**src/hw/rtl/qat_pkg.sv**
```systemverilog
`timescale 1ns / 1ps
`default_nettype none

package qat_pkg;

    // Scan modes of the tokenizer.
    localparam logic [2:0] MODE_BETWEEN  = 3'd0;
    localparam logic [2:0] MODE_UNQUOTED = 3'd1;
    localparam logic [2:0] MODE_QUOTED   = 3'd2;
    localparam logic [2:0] MODE_ESCAPE   = 3'd3;
    localparam logic [2:0] MODE_QSPLIT   = 3'd4;
    localparam logic [2:0] MODE_DROP     = 3'd5;

    // Characters with a meaning of their own.
    localparam logic [7:0] CH_NUL    = 8'h00;
    localparam logic [7:0] CH_SPACE  = 8'h20;
    localparam logic [7:0] CH_QUOTE  = 8'h22;
    localparam logic [7:0] CH_BSLASH = 8'h5C;
    localparam logic [7:0] CH_N      = 8'h6E;
    localparam logic [7:0] CH_R      = 8'h72;
    localparam logic [7:0] CH_T      = 8'h74;
    localparam logic [7:0] CH_A      = 8'h61;
    localparam logic [7:0] CH_V      = 8'h76;

    typedef struct packed {
        logic [7:0] out_char;
        logic       char_valid;
        logic       token_end;
        logic [4:0] token_index;
        logic       line_done;
        logic [5:0] token_count;
        logic       last;
    } qat_res_t;

    // Everything one input byte produces: up to three results.
    typedef struct packed {
        logic [1:0]         n;
        qat_res_t [2:0]     res;
    } qat_scan_out_t;

    function automatic logic [7:0] escape_map(input logic [7:0] b);
        logic [7:0] r;
        case (b)
            CH_N:    r = 8'd10;
            CH_R:    r = 8'd13;
            CH_T:    r = 8'd9;
            CH_A:    r = 8'd7;
            CH_V:    r = 8'd11;
            default: r = b;
        endcase
        return r;
    endfunction

endpackage

`default_nettype wire

```
**src/hw/rtl/qat_if.sv**
```systemverilog
`timescale 1ns / 1ps
`default_nettype none

// Byte request channel.
interface qat_byte_if;
    logic       valid;
    logic       ready;
    logic [7:0] in_byte;

    modport source (output valid, output in_byte, input ready);
    modport sink   (input valid, input in_byte, output ready);
endinterface

// Token result channel.
interface qat_tok_if;
    logic       valid;
    logic       ready;
    logic [7:0] out_char;
    logic       char_valid;
    logic       token_end;
    logic [4:0] token_index;
    logic       line_done;
    logic [5:0] token_count;
    logic       last;

    modport source (output valid, output out_char, output char_valid, output token_end,
                    output token_index, output line_done, output token_count,
                    output last, input ready);
    modport sink   (input valid, input out_char, input char_valid, input token_end,
                    input token_index, input line_done, input token_count,
                    input last, output ready);
endinterface

`default_nettype wire

```
**src/hw/rtl/quoted_argument_tokenizer.sv**
```systemverilog
`timescale 1ns / 1ps
`default_nettype none

// Channel  | Modport | Payload                                         | Direction
// ---------+---------+-------------------------------------------------+----------
// char_ch  | sink    | in_byte                                         | in
// token_ch | source  | out_char, char_valid, token_end, token_index,   | out
//          |         | line_done, token_count, last                    |
//
// Each accepted byte is held in an input register, decoded by short logic in
// the scanner and its zero to three results are loaded into a three-entry
// result queue in the same cycle.
// When each byte gives one result or none and token_ch does not stall, a
// request can be accepted on every clock; a byte giving two or three results
// occupies the queue until its results have drained through token_ch.
// Reset (rst_n, asynchronous, active low) empties both registers and puts the
// scanner between tokens with zero counts.
// A stall on token_ch holds the queue head; the input register still takes one
// request, after which char_ch.ready falls until the queue can be reloaded.
module quoted_argument_tokenizer #(
    parameter int MAX_TOKENS  = 32,
    parameter int TOKEN_BYTES = 64
) (
    input  wire logic  clk,
    input  wire logic  rst_n,
    qat_byte_if.sink   char_ch,
    qat_tok_if.source  token_ch
);

    logic                       in_valid_reg;
    logic [7:0]                 in_byte_reg;
    qat_pkg::qat_res_t [2:0]    res_q_reg;
    logic [1:0]                 cnt_reg, cnt_next;
    qat_pkg::qat_scan_out_t     scan_out;
    qat_pkg::qat_res_t          head;
    logic                       pop;
    logic                       step;
    logic                       take;

    // The scanner holds the tokenizer state and advances on every step.
    qat_scan #(
        .MAX_TOKENS  (MAX_TOKENS),
        .TOKEN_BYTES (TOKEN_BYTES)
    ) u_scan (
        .clk      (clk),
        .rst_n    (rst_n),
        .step     (step),
        .in_byte  (in_byte_reg),
        .scan_out (scan_out)
    );

    // The queue head is the visible result; it drains one entry per handshake.
    assign head = res_q_reg[0];
    assign pop  = token_ch.valid && token_ch.ready;

    // A held byte is decoded once the queue is empty or loses its last entry now.
    assign step = in_valid_reg && ((cnt_reg == 2'd0) || (cnt_reg == 2'd1 && pop));
    assign take = char_ch.valid && char_ch.ready;

    assign char_ch.ready = !in_valid_reg || step;

    always_comb
    begin
        if (step)
        begin
            cnt_next = scan_out.n;
        end
        else if (pop)
        begin
            cnt_next = cnt_reg - 2'd1;
        end
        else
        begin
            cnt_next = cnt_reg;
        end
    end

    always_ff @(posedge clk or negedge rst_n)
    begin
        if (!rst_n)
        begin
            in_valid_reg <= 1'b0;
            cnt_reg      <= 2'd0;
        end
        else
        begin
            if (take)
            begin
                in_valid_reg <= 1'b1;
            end
            else if (step)
            begin
                in_valid_reg <= 1'b0;
            end
            cnt_reg <= cnt_next;
        end
    end

    // Payload registers carry no reset.
    always_ff @(posedge clk)
    begin
        if (take)
        begin
            in_byte_reg <= char_ch.in_byte;
        end
        if (step)
        begin
            res_q_reg <= scan_out.res;
        end
        else if (pop)
        begin
            res_q_reg[0] <= res_q_reg[1];
            res_q_reg[1] <= res_q_reg[2];
        end
    end

    assign token_ch.valid       = (cnt_reg != 2'd0);
    assign token_ch.out_char    = head.out_char;
    assign token_ch.char_valid  = head.char_valid;
    assign token_ch.token_end   = head.token_end;
    assign token_ch.token_index = head.token_index;
    assign token_ch.line_done   = head.line_done;
    assign token_ch.token_count = head.token_count;
    assign token_ch.last        = head.last;

`ifndef ASSERT_OFF
    // The final result of a byte is always the last one left in the queue.
    a_last_is_tail : assert property (@(posedge clk) disable iff (!rst_n)
        (token_ch.valid && head.last) |-> (cnt_reg == 2'd1))
        else $error("last flag seen with further results queued");

    // A line end is always the final result of its byte.
    a_done_is_last : assert property (@(posedge clk) disable iff (!rst_n)
        (token_ch.valid && head.line_done) |-> head.last)
        else $error("line_done result without last");

    // Draining without a reload moves the next entry to the head.
    a_queue_shift : assert property (@(posedge clk) disable iff (!rst_n)
        (pop && !step && cnt_reg > 2'd1) |=> (head == $past(res_q_reg[1])))
        else $error("result queue lost an entry");
`endif

endmodule

`default_nettype wire

```
**src/hw/rtl/qat_scan.sv**
```systemverilog
`timescale 1ns / 1ps
`default_nettype none

// Scanner state and the per-byte decode into up to three results.
module qat_scan #(
    parameter int MAX_TOKENS  = 32,
    parameter int TOKEN_BYTES = 64
) (
    input  wire logic                  clk,
    input  wire logic                  rst_n,
    input  wire logic                  step,
    input  wire logic [7:0]            in_byte,
    output qat_pkg::qat_scan_out_t     scan_out
);

    localparam int BCW = (TOKEN_BYTES > 2) ? $clog2(TOKEN_BYTES) : 1;
    localparam logic [BCW-1:0] BC_LAST = BCW'(TOKEN_BYTES - 2);
    localparam logic [5:0] TOK_MAX = 6'(MAX_TOKENS);

    typedef struct packed {
        logic [2:0]                mode;
        logic [BCW-1:0]            bc;
        logic [5:0]                tf;
        logic [1:0]                n;
        qat_pkg::qat_res_t [2:0]   res;
    } ctx_t;

    logic [2:0]     mode_reg, mode_next;
    logic [BCW-1:0] bc_reg, bc_next;
    logic [5:0]     tf_reg, tf_next;
    ctx_t           c;

    function automatic ctx_t put(input ctx_t x, input logic [7:0] ch, input logic v,
                                 input logic e, input logic d, input logic [5:0] cnt);
        ctx_t y;
        y = x;
        if (y.n != 2'd3)
        begin
            y.res[y.n].out_char    = ch;
            y.res[y.n].char_valid  = v;
            y.res[y.n].token_end   = e;
            y.res[y.n].token_index = d ? 5'd0 : y.tf[4:0];
            y.res[y.n].line_done   = d;
            y.res[y.n].token_count = cnt;
            y.res[y.n].last        = 1'b0;
            y.n = y.n + 2'd1;
        end
        return y;
    endfunction

    function automatic ctx_t end_token(input ctx_t x);
        ctx_t y;
        y = put(x, 8'd0, 1'b0, 1'b1, 1'b0, 6'd0);
        y.tf = y.tf + 6'd1;
        y.bc = '0;
        y.mode = (y.tf >= TOK_MAX) ? qat_pkg::MODE_DROP : qat_pkg::MODE_BETWEEN;
        return y;
    endfunction

    function automatic ctx_t add_char(input ctx_t x, input logic [7:0] ch, input logic quoted);
        ctx_t y;
        y = put(x, ch, 1'b1, 1'b0, 1'b0, 6'd0);
        if (y.bc == BC_LAST)
        begin
            y = end_token(y);
            if (quoted && y.mode == qat_pkg::MODE_BETWEEN)
            begin
                y.mode = qat_pkg::MODE_QSPLIT;
            end
        end
        else
        begin
            y.bc = y.bc + BCW'(1);
        end
        return y;
    endfunction

    function automatic ctx_t start_between(input ctx_t x, input logic [7:0] b);
        ctx_t y;
        y = x;
        y.mode = qat_pkg::MODE_BETWEEN;
        if (b != qat_pkg::CH_SPACE)
        begin
            y.bc = '0;
            if (b == qat_pkg::CH_QUOTE)
            begin
                y.mode = qat_pkg::MODE_QUOTED;
            end
            else
            begin
                y.mode = qat_pkg::MODE_UNQUOTED;
                y = add_char(y, b, 1'b0);
            end
        end
        return y;
    endfunction

    always_comb
    begin
        c      = '0;
        c.mode = mode_reg;
        c.bc   = bc_reg;
        c.tf   = tf_reg;
        if (in_byte == qat_pkg::CH_NUL)
        begin
            if (c.mode == qat_pkg::MODE_ESCAPE)
            begin
                // A trailing backslash is kept as a literal byte.
                c = add_char(c, qat_pkg::CH_BSLASH, 1'b1);
                if (c.mode == qat_pkg::MODE_ESCAPE)
                begin
                    c.mode = qat_pkg::MODE_QUOTED;
                end
            end
            if (c.mode == qat_pkg::MODE_QUOTED || c.mode == qat_pkg::MODE_UNQUOTED)
            begin
                c = end_token(c);
            end
            c = put(c, 8'd0, 1'b0, 1'b0, 1'b1, c.tf);
            c.mode = qat_pkg::MODE_BETWEEN;
            c.bc   = '0;
            c.tf   = 6'd0;
        end
        else
        begin
            case (mode_reg)
                qat_pkg::MODE_UNQUOTED:
                begin
                    if (in_byte == qat_pkg::CH_SPACE)
                    begin
                        c = end_token(c);
                    end
                    else
                    begin
                        c = add_char(c, in_byte, 1'b0);
                    end
                end
                qat_pkg::MODE_QUOTED:
                begin
                    if (in_byte == qat_pkg::CH_QUOTE)
                    begin
                        c = end_token(c);
                    end
                    else if (in_byte == qat_pkg::CH_BSLASH)
                    begin
                        c.mode = qat_pkg::MODE_ESCAPE;
                    end
                    else
                    begin
                        c = add_char(c, in_byte, 1'b1);
                    end
                end
                qat_pkg::MODE_ESCAPE:
                begin
                    c.mode = qat_pkg::MODE_QUOTED;
                    c = add_char(c, qat_pkg::escape_map(in_byte), 1'b1);
                end
                qat_pkg::MODE_QSPLIT:
                begin
                    // A closing quote right after a split quoted token is swallowed.
                    if (in_byte == qat_pkg::CH_QUOTE)
                    begin
                        c.mode = qat_pkg::MODE_BETWEEN;
                    end
                    else
                    begin
                        c = start_between(c, in_byte);
                    end
                end
                qat_pkg::MODE_DROP:
                begin
                    c.mode = qat_pkg::MODE_DROP;
                end
                default:
                begin
                    c = start_between(c, in_byte);
                end
            endcase
        end
        if (c.n != 2'd0)
        begin
            c.res[c.n - 2'd1].last = 1'b1;
        end
    end

    assign mode_next    = c.mode;
    assign bc_next      = c.bc;
    assign tf_next      = c.tf;
    assign scan_out.n   = c.n;
    assign scan_out.res = c.res;

    always_ff @(posedge clk or negedge rst_n)
    begin
        if (!rst_n)
        begin
            mode_reg <= qat_pkg::MODE_BETWEEN;
            bc_reg   <= '0;
            tf_reg   <= 6'd0;
        end
        else if (step)
        begin
            mode_reg <= mode_next;
            bc_reg   <= bc_next;
            tf_reg   <= tf_next;
        end
    end

endmodule

`default_nettype wire
```
**src/flat_wrapper.sv**
```systemverilog
// flat-port wrapper written by rule: the top's interface ports become plain ports
module quoted_argument_tokenizer_flat 
#(
    parameter int MAX_TOKENS  = 32,
    parameter int TOKEN_BYTES = 64
)
  (clk, rst_n, char_ch_valid, char_ch_in_byte, char_ch_ready, token_ch_valid, token_ch_out_char, token_ch_char_valid, token_ch_token_end, token_ch_token_index, token_ch_line_done, token_ch_token_count, token_ch_last, token_ch_ready);
  qat_byte_if char_ch_i ();
  qat_tok_if token_ch_i ();
  input  wire logic clk;
  input  wire logic rst_n;
  input wire logic [$bits(char_ch_i.valid)-1:0] char_ch_valid;
  input wire logic [$bits(char_ch_i.in_byte)-1:0] char_ch_in_byte;
  output wire logic [$bits(char_ch_i.ready)-1:0] char_ch_ready;
  output wire logic [$bits(token_ch_i.valid)-1:0] token_ch_valid;
  output wire logic [$bits(token_ch_i.out_char)-1:0] token_ch_out_char;
  output wire logic [$bits(token_ch_i.char_valid)-1:0] token_ch_char_valid;
  output wire logic [$bits(token_ch_i.token_end)-1:0] token_ch_token_end;
  output wire logic [$bits(token_ch_i.token_index)-1:0] token_ch_token_index;
  output wire logic [$bits(token_ch_i.line_done)-1:0] token_ch_line_done;
  output wire logic [$bits(token_ch_i.token_count)-1:0] token_ch_token_count;
  output wire logic [$bits(token_ch_i.last)-1:0] token_ch_last;
  input wire logic [$bits(token_ch_i.ready)-1:0] token_ch_ready;
  assign char_ch_i.valid = char_ch_valid;
  assign char_ch_i.in_byte = char_ch_in_byte;
  assign char_ch_ready = char_ch_i.ready;
  assign token_ch_valid = token_ch_i.valid;
  assign token_ch_out_char = token_ch_i.out_char;
  assign token_ch_char_valid = token_ch_i.char_valid;
  assign token_ch_token_end = token_ch_i.token_end;
  assign token_ch_token_index = token_ch_i.token_index;
  assign token_ch_line_done = token_ch_i.line_done;
  assign token_ch_token_count = token_ch_i.token_count;
  assign token_ch_last = token_ch_i.last;
  assign token_ch_i.ready = token_ch_ready;
  quoted_argument_tokenizer #(.MAX_TOKENS(MAX_TOKENS), .TOKEN_BYTES(TOKEN_BYTES)) u_core (.clk(clk), .rst_n(rst_n), .char_ch(char_ch_i), .token_ch(token_ch_i));
endmodule
```
**config.mk**
```make
export PLATFORM = sky130hd
export DESIGN_NAME = quoted_argument_tokenizer_flat
export DESIGN_NICKNAME = d
export VERILOG_FILES = /design/src/hw/rtl/qat_pkg.sv /design/src/hw/rtl/qat_if.sv /design/src/hw/rtl/quoted_argument_tokenizer.sv /design/src/hw/rtl/qat_scan.sv /design/src/flat_wrapper.sv
export SDC_FILE = /design/constraint.sdc
export NUM_CORES = 1
export LEC_CHECK = 0
export CELL_PAD_IN_SITES_DETAIL_PLACEMENT = 1
export CELL_PAD_IN_SITES_GLOBAL_PLACEMENT = 1
export CORE_MARGIN = 5
export CORE_UTILIZATION = 50
export CTS_BUF_LIST = sky130_fd_sc_hd__clkbuf_8
export CTS_CLUSTER_DIAMETER = 120
export DETAILED_ROUTE_END_ITERATION = 8
export DONT_BUFFER_PORTS = 1
export PLACE_DENSITY_LB_ADDON = 0.1
export SETUP_SLACK_MARGIN = 0.1
export SLEW_MARGIN = 20
export SYNTH_ARGS = -nofsm -noshare
export SYNTH_HDL_FRONTEND = slang
export SYNTH_SLANG_ARGS = --single-unit
```
**constraint.sdc**
```tcl
create_clock -name clk -period 3.8 [get_ports clk]
set_input_delay 0.57 -clock clk [delete_from_list [all_inputs] [get_ports clk]]
set_output_delay 0.57 -clock clk [all_outputs]
set_load 0.01 [all_outputs]
```
==> results_dict.tcl, run 1 <==
set metrics [dict create \
    status "finished clean" \
    critPathKind "flop to flop" \
    fp.dieW_microns 104 \
    vias 3321 \
    fin_crit_sh_pct 77.9 \
    grt-ovfl-total 0 \
    critPathLaunchType "flop" \
    period_needed_ps 2960 \
    slew_headroom_pct 40.8 \
    avgSynthCellArea_sq_um 10.1 \
    ys_seq_area_share_pct 50.5 \
    fin_worst_skew_ps 12.7 \
    dieHeight_microns 104 \
    ir_drop_mv 0.280 \
    max-cap-violations 0 \
    r2r_end "u_core.token_ch.token_count[4]$_DFFE_PP_" \
    final-seq-area_sq_um 2220 \
    synthTopCellsByArea "edfxtp_1, dfrtp_1, nand2_1" \
    worstPathCellList "inv_1 -> ha_1 -> nand2_1 -> inv_1 -> ha_1 -> a21oi_1 -> ha_1 -> nand2b_1 -> or2_2 -> o32ai_1 -> xnor2_1 -> o21ai_0" \
    multi_input_comb_area_sq_um 1880 \
    reg2reg_from "u_core.u_scan.bc_reg[0]$_DFFE_PN0P_" \
    hpwl_microns 8090 \
    max_freq_mhz 338 \
    crit_family "adder cells" \
    core-area_sq_um 8640 \
    path_max_fanout 8 \
    numCtsBuffers 9 \
    clk_pin_slew_ps 90 \
    grt_max_degree 30 \
    worstPathArrival_ps 3050 \
    cp_num_cells 12 \
    synth_ff_type "edfxtp_1" \
    io_buffers 0 \
    dr.pass1.iters 4 \
    synth_top_area_share_pct 40.3 \
    diodes 0 \
    dr.first_iter.drc_count 183 \
    grt_pass1_vias 3540 \
    fin_area_sq_um 4570 \
    finalSetupViolCount 0 \
    slew_viol_final 0 \
    power_density_nw_per_um2 821 \
    finalHoldViolCount 0 \
    cts.sinks 77 \
    leakagePower_uw 0.00173 \
    yosys.area.top_type "edfxtp_1" \
    postCtsSetupBuffers 0 \
    drc_errors 0 \
    endpoint "u_core.token_ch.token_count[4]$_DFFE_PP_" \
    grtUsageTotal_pct 21.9 \
    critPathRequiredTime_ps 3890 \
    crit_start "u_core.u_scan.bc_reg[0]$_DFFE_PN0P_" \
    worst_pin_slew_ps 884 \
    final_cell_mix "edfxtp_1, nand2_1, nor2_1" \
    final_common_cell "edfxtp_1" \
    cts_tree "done" \
    clk_path_buf_depth 2 \
    holdCritPathClass "input pin to asynchronous set/reset pin" \
    root_buffer "clkbuf_8" \
    setup_tns_ps 0 \
    drtAntennaViolNets 0 \
    fp-row-count 34 \
    r2r_slack_ps 840 \
    yosys_warnings 0 \
    synth_area_sq_um 4400 \
    htree_levels 3 \
    ys_ff_latch 77 \
    rsz0062_at_grt "false" \
    wl_per_cell_microns 21.3 \
    wl_microns 11300 \
    end_kind "flop" \
    postLayoutCoreUtil_pct 53.0 \
    nets 437 \
    synthCells 437 \
    cpMaxStageDelayCell "dfrtp_1" \
    antenna_found_initial 0 \
    synth-edff-count 59 \
    pin_count 37 \
    ctsResizeCount 0 \
    initial_core_util_pct 50.9 \
    crit_buf_inv 2 \
    final_layout_size_suffix_gt1_share_pct 9.95 \
    cpMostUsedCell "ha_1" \
    largest_reg_flops 28 \
    async_flop_share_pct 23.4 \
    dieArea_sq_um 10800 \
    dpl_cell_area_sq_um 4360 \
    critPathMaxStageDelay_ps 410 \
    place.gp.congestion 0.918 \
    reg2regPathDepth 12 \
    synth_cell_types 66 \
    syn2layout_area_growth_pct 3.98 \
    grt_pass1_wl_microns 19100 \
    power_uw 3760 \
    insertion_delay_ps 360 \
    ctsHoldBuffers 1 \
    vias_per_cell 6.27 \
    nFillCells 951 \
]
## routing by layer
metal | vias to the layer above | routed length, microns | global-route usage [%] | share of wire (%)
met4 | 0 | 240 | 8.51 | 2.1
met2 | 75 | 5530 | 35.4 | 49
li1 | 1560 | - | - | -
met1 | 1667 | 5040 | 29.4 | 45
met5 | - | 0 | 0 | 0
met3 | 19 | 465 | 3.61 | 4.1
## synth_stat cells (4+ instances only)
cell / n
a21oi_1: 24
a22o_1: 18
a31oi_1: 5
and3_1: 4
buf_4: 20
clkbuf_1: 21
dfrtp_1: 18
edfxtp_1: 59
ha_1: 8
inv_1: 15
nand2_1: 51
nand2b_1: 11
nand3_1: 19
nand4_1: 4
nor2_1: 31
nor2b_1: 4
nor4_1: 4
o21ai_0: 19
o21ai_1: 7
o31ai_1: 8
or2_2: 4
or4_1: 5
xnor2_1: 7
xor2_1: 4
## worst register-to-register path: cells and delay by family, from the launching register on
| family | cells | cell delay [ps] |
|---|---|---|
| simple gates | 3 | 620 |
| flops | 1 | 410 |
| buf+inv | 2 | 170 |
| fa+ha+maj | 3 | 760 |
| compound gates | 3 | 530 |
| xor+xnor | 1 | 200 |
## cells by family after synthesis
family / Yosys count / share of synthesized area, %
AO/OA/AOI/OAI: 114 / 17.9
XOR/XNOR: 11 / 2.19
adder cells (fa/ha/maj): 9 / 2.50
buffers and inverters: 62 / 7.25
flip-flops: 77 / 50.5
multiplexers: 2 / 0.512
other: 1 / 0.0852
AND/OR/NAND/NOR: 161 / 19.1
## worst min-delay path by stage
stage | from | endpoint
finish | rst_n | u_core.in_valid_reg$_DFFE_PN0P_
global placement | rst_n | u_core.in_valid_reg$_DFFE_PN0P_
global route | rst_n | u_core.in_valid_reg$_DFFE_PN0P_
CTS | char_ch_in_byte[1] | u_core.in_byte_reg[1]$_DFFE_PP_
detailed placement | rst_n | u_core.in_valid_reg$_DFFE_PN0P_
floorplan | rst_n | u_core.cnt_reg[0]$_DFFE_PN0P_
## cell type report
cell class,instances,area share (%)
tap,108,2.95
clock buffer,10,3.01
multi-input combinational,303,41.0
timing repair buffer,10,1.59
sequential,77,48.6
inverter,16,1.31
clock inverter,6,1.53
## power by group
part           internal [uW]  switching, uW
combinational            482            952
clock                    326            318
sequential              1410            270
total                   2220           1540
## per-stage QoR
| step | hold WS (ps) | cells | worst slack (ps) |
|---|---|---|---|
| 2_1_floorplan | 274 | 442 | 837 |
| 3_3_place_gp | 275 | 513 | 948 |
| 3_5_place_dp | 275 | 513 | 832 |
| 4_1_cts | 296 | 530 | 835 |
| 5_1_grt | 195 | 530 | 620 |
| 6_report | 155 | 530 | 841 |
No activity file was read; power rests on OpenSTA's default activity.
==> inputs of run 2 (changes only) <==
==> constraint.sdc (replaced) <==
create_clock -name clk -period 3 [get_ports clk]
set_input_delay 0.45 -clock clk [delete_from_list [all_inputs] [get_ports clk]]
set_output_delay 0.45 -clock clk [all_outputs]
set_load 0.01 [all_outputs]
==> results_dict.tcl, run 2 (synthesis results as in run 1) <==
set metrics [dict create \
    pin_count 37 \
    hold_depth 0 \
    postCtsSetupBuffers 0 \
    r2r_slack_ps 290 \
    diodes 0 \
    dieArea_sq_um 10800 \
    fp.dieW_microns 104 \
    cts.sinks 77 \
    fin_crit_sh_pct 90.4 \
    initial_core_util_pct 50.9 \
    reg2reg_from "u_core.u_scan.bc_reg[0]$_DFFE_PN0P_" \
    setup_tns_ps 0 \
    max-cap-violations 0 \
    critPathLaunchType "flop" \
    holdCritPathClass "input pin to flop" \
    power_density_nw_per_um2 1020 \
    antenna_found_initial 0 \
    grt_pass1_wl_microns 19200 \
    reg2regPathDepth 12 \
    final_common_cell "edfxtp_1" \
    multi_input_comb_area_sq_um 1880 \
    insertion_delay_ps 350 \
    grt_pass1_vias 3562 \
    vias 3374 \
    dieHeight_microns 104 \
    hp-start "char_ch_in_byte[7]" \
    slew_headroom_pct 37.3 \
    dp.cells 527 \
    hold_slack_ps 192 \
    root_buffer "clkbuf_8" \
    period_needed_ps 2710 \
    cts_tree "done" \
    hold_end "u_core.in_byte_reg[7]$_DFFE_PP_" \
    drc_errors 0 \
    numCtsBuffers 9 \
    critPathKind "flop to flop" \
    path_max_fanout 8 \
    final-seq-area_sq_um 2220 \
    r2r_end "u_core.res_q_reg[28]$_DFFE_PP_" \
    max_freq_mhz 369 \
    htree_levels 3 \
    grt-ovfl-total 0 \
    fin_worst_skew_ps 11.5 \
    drtAntennaViolNets 0 \
    vias_per_cell 6.20 \
    hpwl_microns 8270 \
    wl_microns 11400 \
    layout.cells.non_filler 544 \
    critPathRequiredTime_ps 3110 \
    place.gp.congestion 0.868 \
    worst_pin_slew_ps 938 \
    end_kind "flop" \
    grtUsageTotal_pct 21.9 \
    nets 451 \
    syn2layout_area_growth_pct 6.23 \
    dr.pass1.iters 4 \
    finalHoldViolCount 0 \
    clk_pin_slew_ps 90 \
    core-area_sq_um 8640 \
    rsz0062_at_grt "false" \
    dr.first_iter.drc_count 218 \
    leakagePower_uw 0.00178 \
    pre_cts_ws_ps 196 \
    clk_path_buf_depth 2 \
    grt_max_degree 27 \
    worstPathArrival_ps 2820 \
    slew_viol_final 0 \
    final_cell_mix "edfxtp_1, nand2_1, nor2_1" \
    fp-row-count 34 \
    status "finished clean" \
    io_buffers 0 \
    wl_per_cell_microns 21.0 \
    nFillCells 975 \
    ir_drop_mv 0.370 \
    finalSetupViolCount 0 \
    final_layout_size_suffix_gt1_share_pct 13.3 \
    largest_reg_flops 28 \
    setup_ws_ps 287 \
]
run 2: worst max-delay path by stage:
stage,cells after the start,endpoint,startpoint
global placement,12,u_core.token_ch.token_count[4]$_DFFE_PP_,u_core.u_scan.bc_reg[0]$_DFFE_PN0P_
detailed placement,12,u_core.res_q_reg[28]$_DFFE_PP_,u_core.u_scan.bc_reg[0]$_DFFE_PN0P_
finish,12,u_core.res_q_reg[28]$_DFFE_PP_,u_core.u_scan.bc_reg[0]$_DFFE_PN0P_
floorplan,13,u_core.token_ch.token_count[4]$_DFFE_PP_,u_core.u_scan.bc_reg[0]$_DFFE_PN0P_
global route,12,u_core.token_ch.token_count[4]$_DFFE_PP_,u_core.u_scan.bc_reg[0]$_DFFE_PN0P_
CTS,12,u_core.token_ch.token_count[4]$_DFFE_PP_,u_core.u_scan.bc_reg[0]$_DFFE_PN0P_
run 2: through the flow:
step,power (uW),utilization (%),area (sq um)
floorplan,3560,-,4420
global placement,3960,51.9,4480
detailed placement,4050,51.9,4480
CTS,4780,54.0,4660
global route,5110,54.1,4670
finish,4770,54.1,4670
run 2: what timing repair did:
action | in CTS | in global routing
gates resized for setup | 0 | 6
hold buffers | 1 | 0
setup endpoints to repair | 0 | 3
hold endpoints to repair | 18 | 0
run 2: layout make-up:
cell class                 instances  share of cell area (%)
tap                              108                    2.89
inverter                          16                    1.34
multi-input combinational        303                    40.3
clock inverter                     7                    1.10
timing repair buffer              24                    4.18
sequential                        77                    47.6
clock buffer                       9                    2.65
run 2: metal layers:
layer | global-route usage (%) | vias up | part of all wire, %
met4 | 5.92 | 0 | 1.6
met1 | 29.8 | 1698 | 44
met2 | 36.8 | 78 | 51
li1 | - | 1581 | -
met3 | 3.11 | 17 | 3.4
met5 | 0 | - | 0
run 2: power by group:
part           total (uW)  leakage, uW  switching, uW  internal [uW]
combinational        1930     0.000893           1230            699
sequential           2120     0.000805            336           1790
clock                 717    0.0000797            414            303
total                4770      0.00178           1980           2790
run 2: critical path, cell delays in order, from the launching register on:
cell and delay, ps:
dfrtp_1 420, inv_1 60, ha_1 240, nand2_1 140, inv_4 80, ha_1 310, a21oi_2 160, ha_1 190
nand2b_1 80, or2_2 280, o32ai_1 160, xnor2_1 230, o21ai_1 120
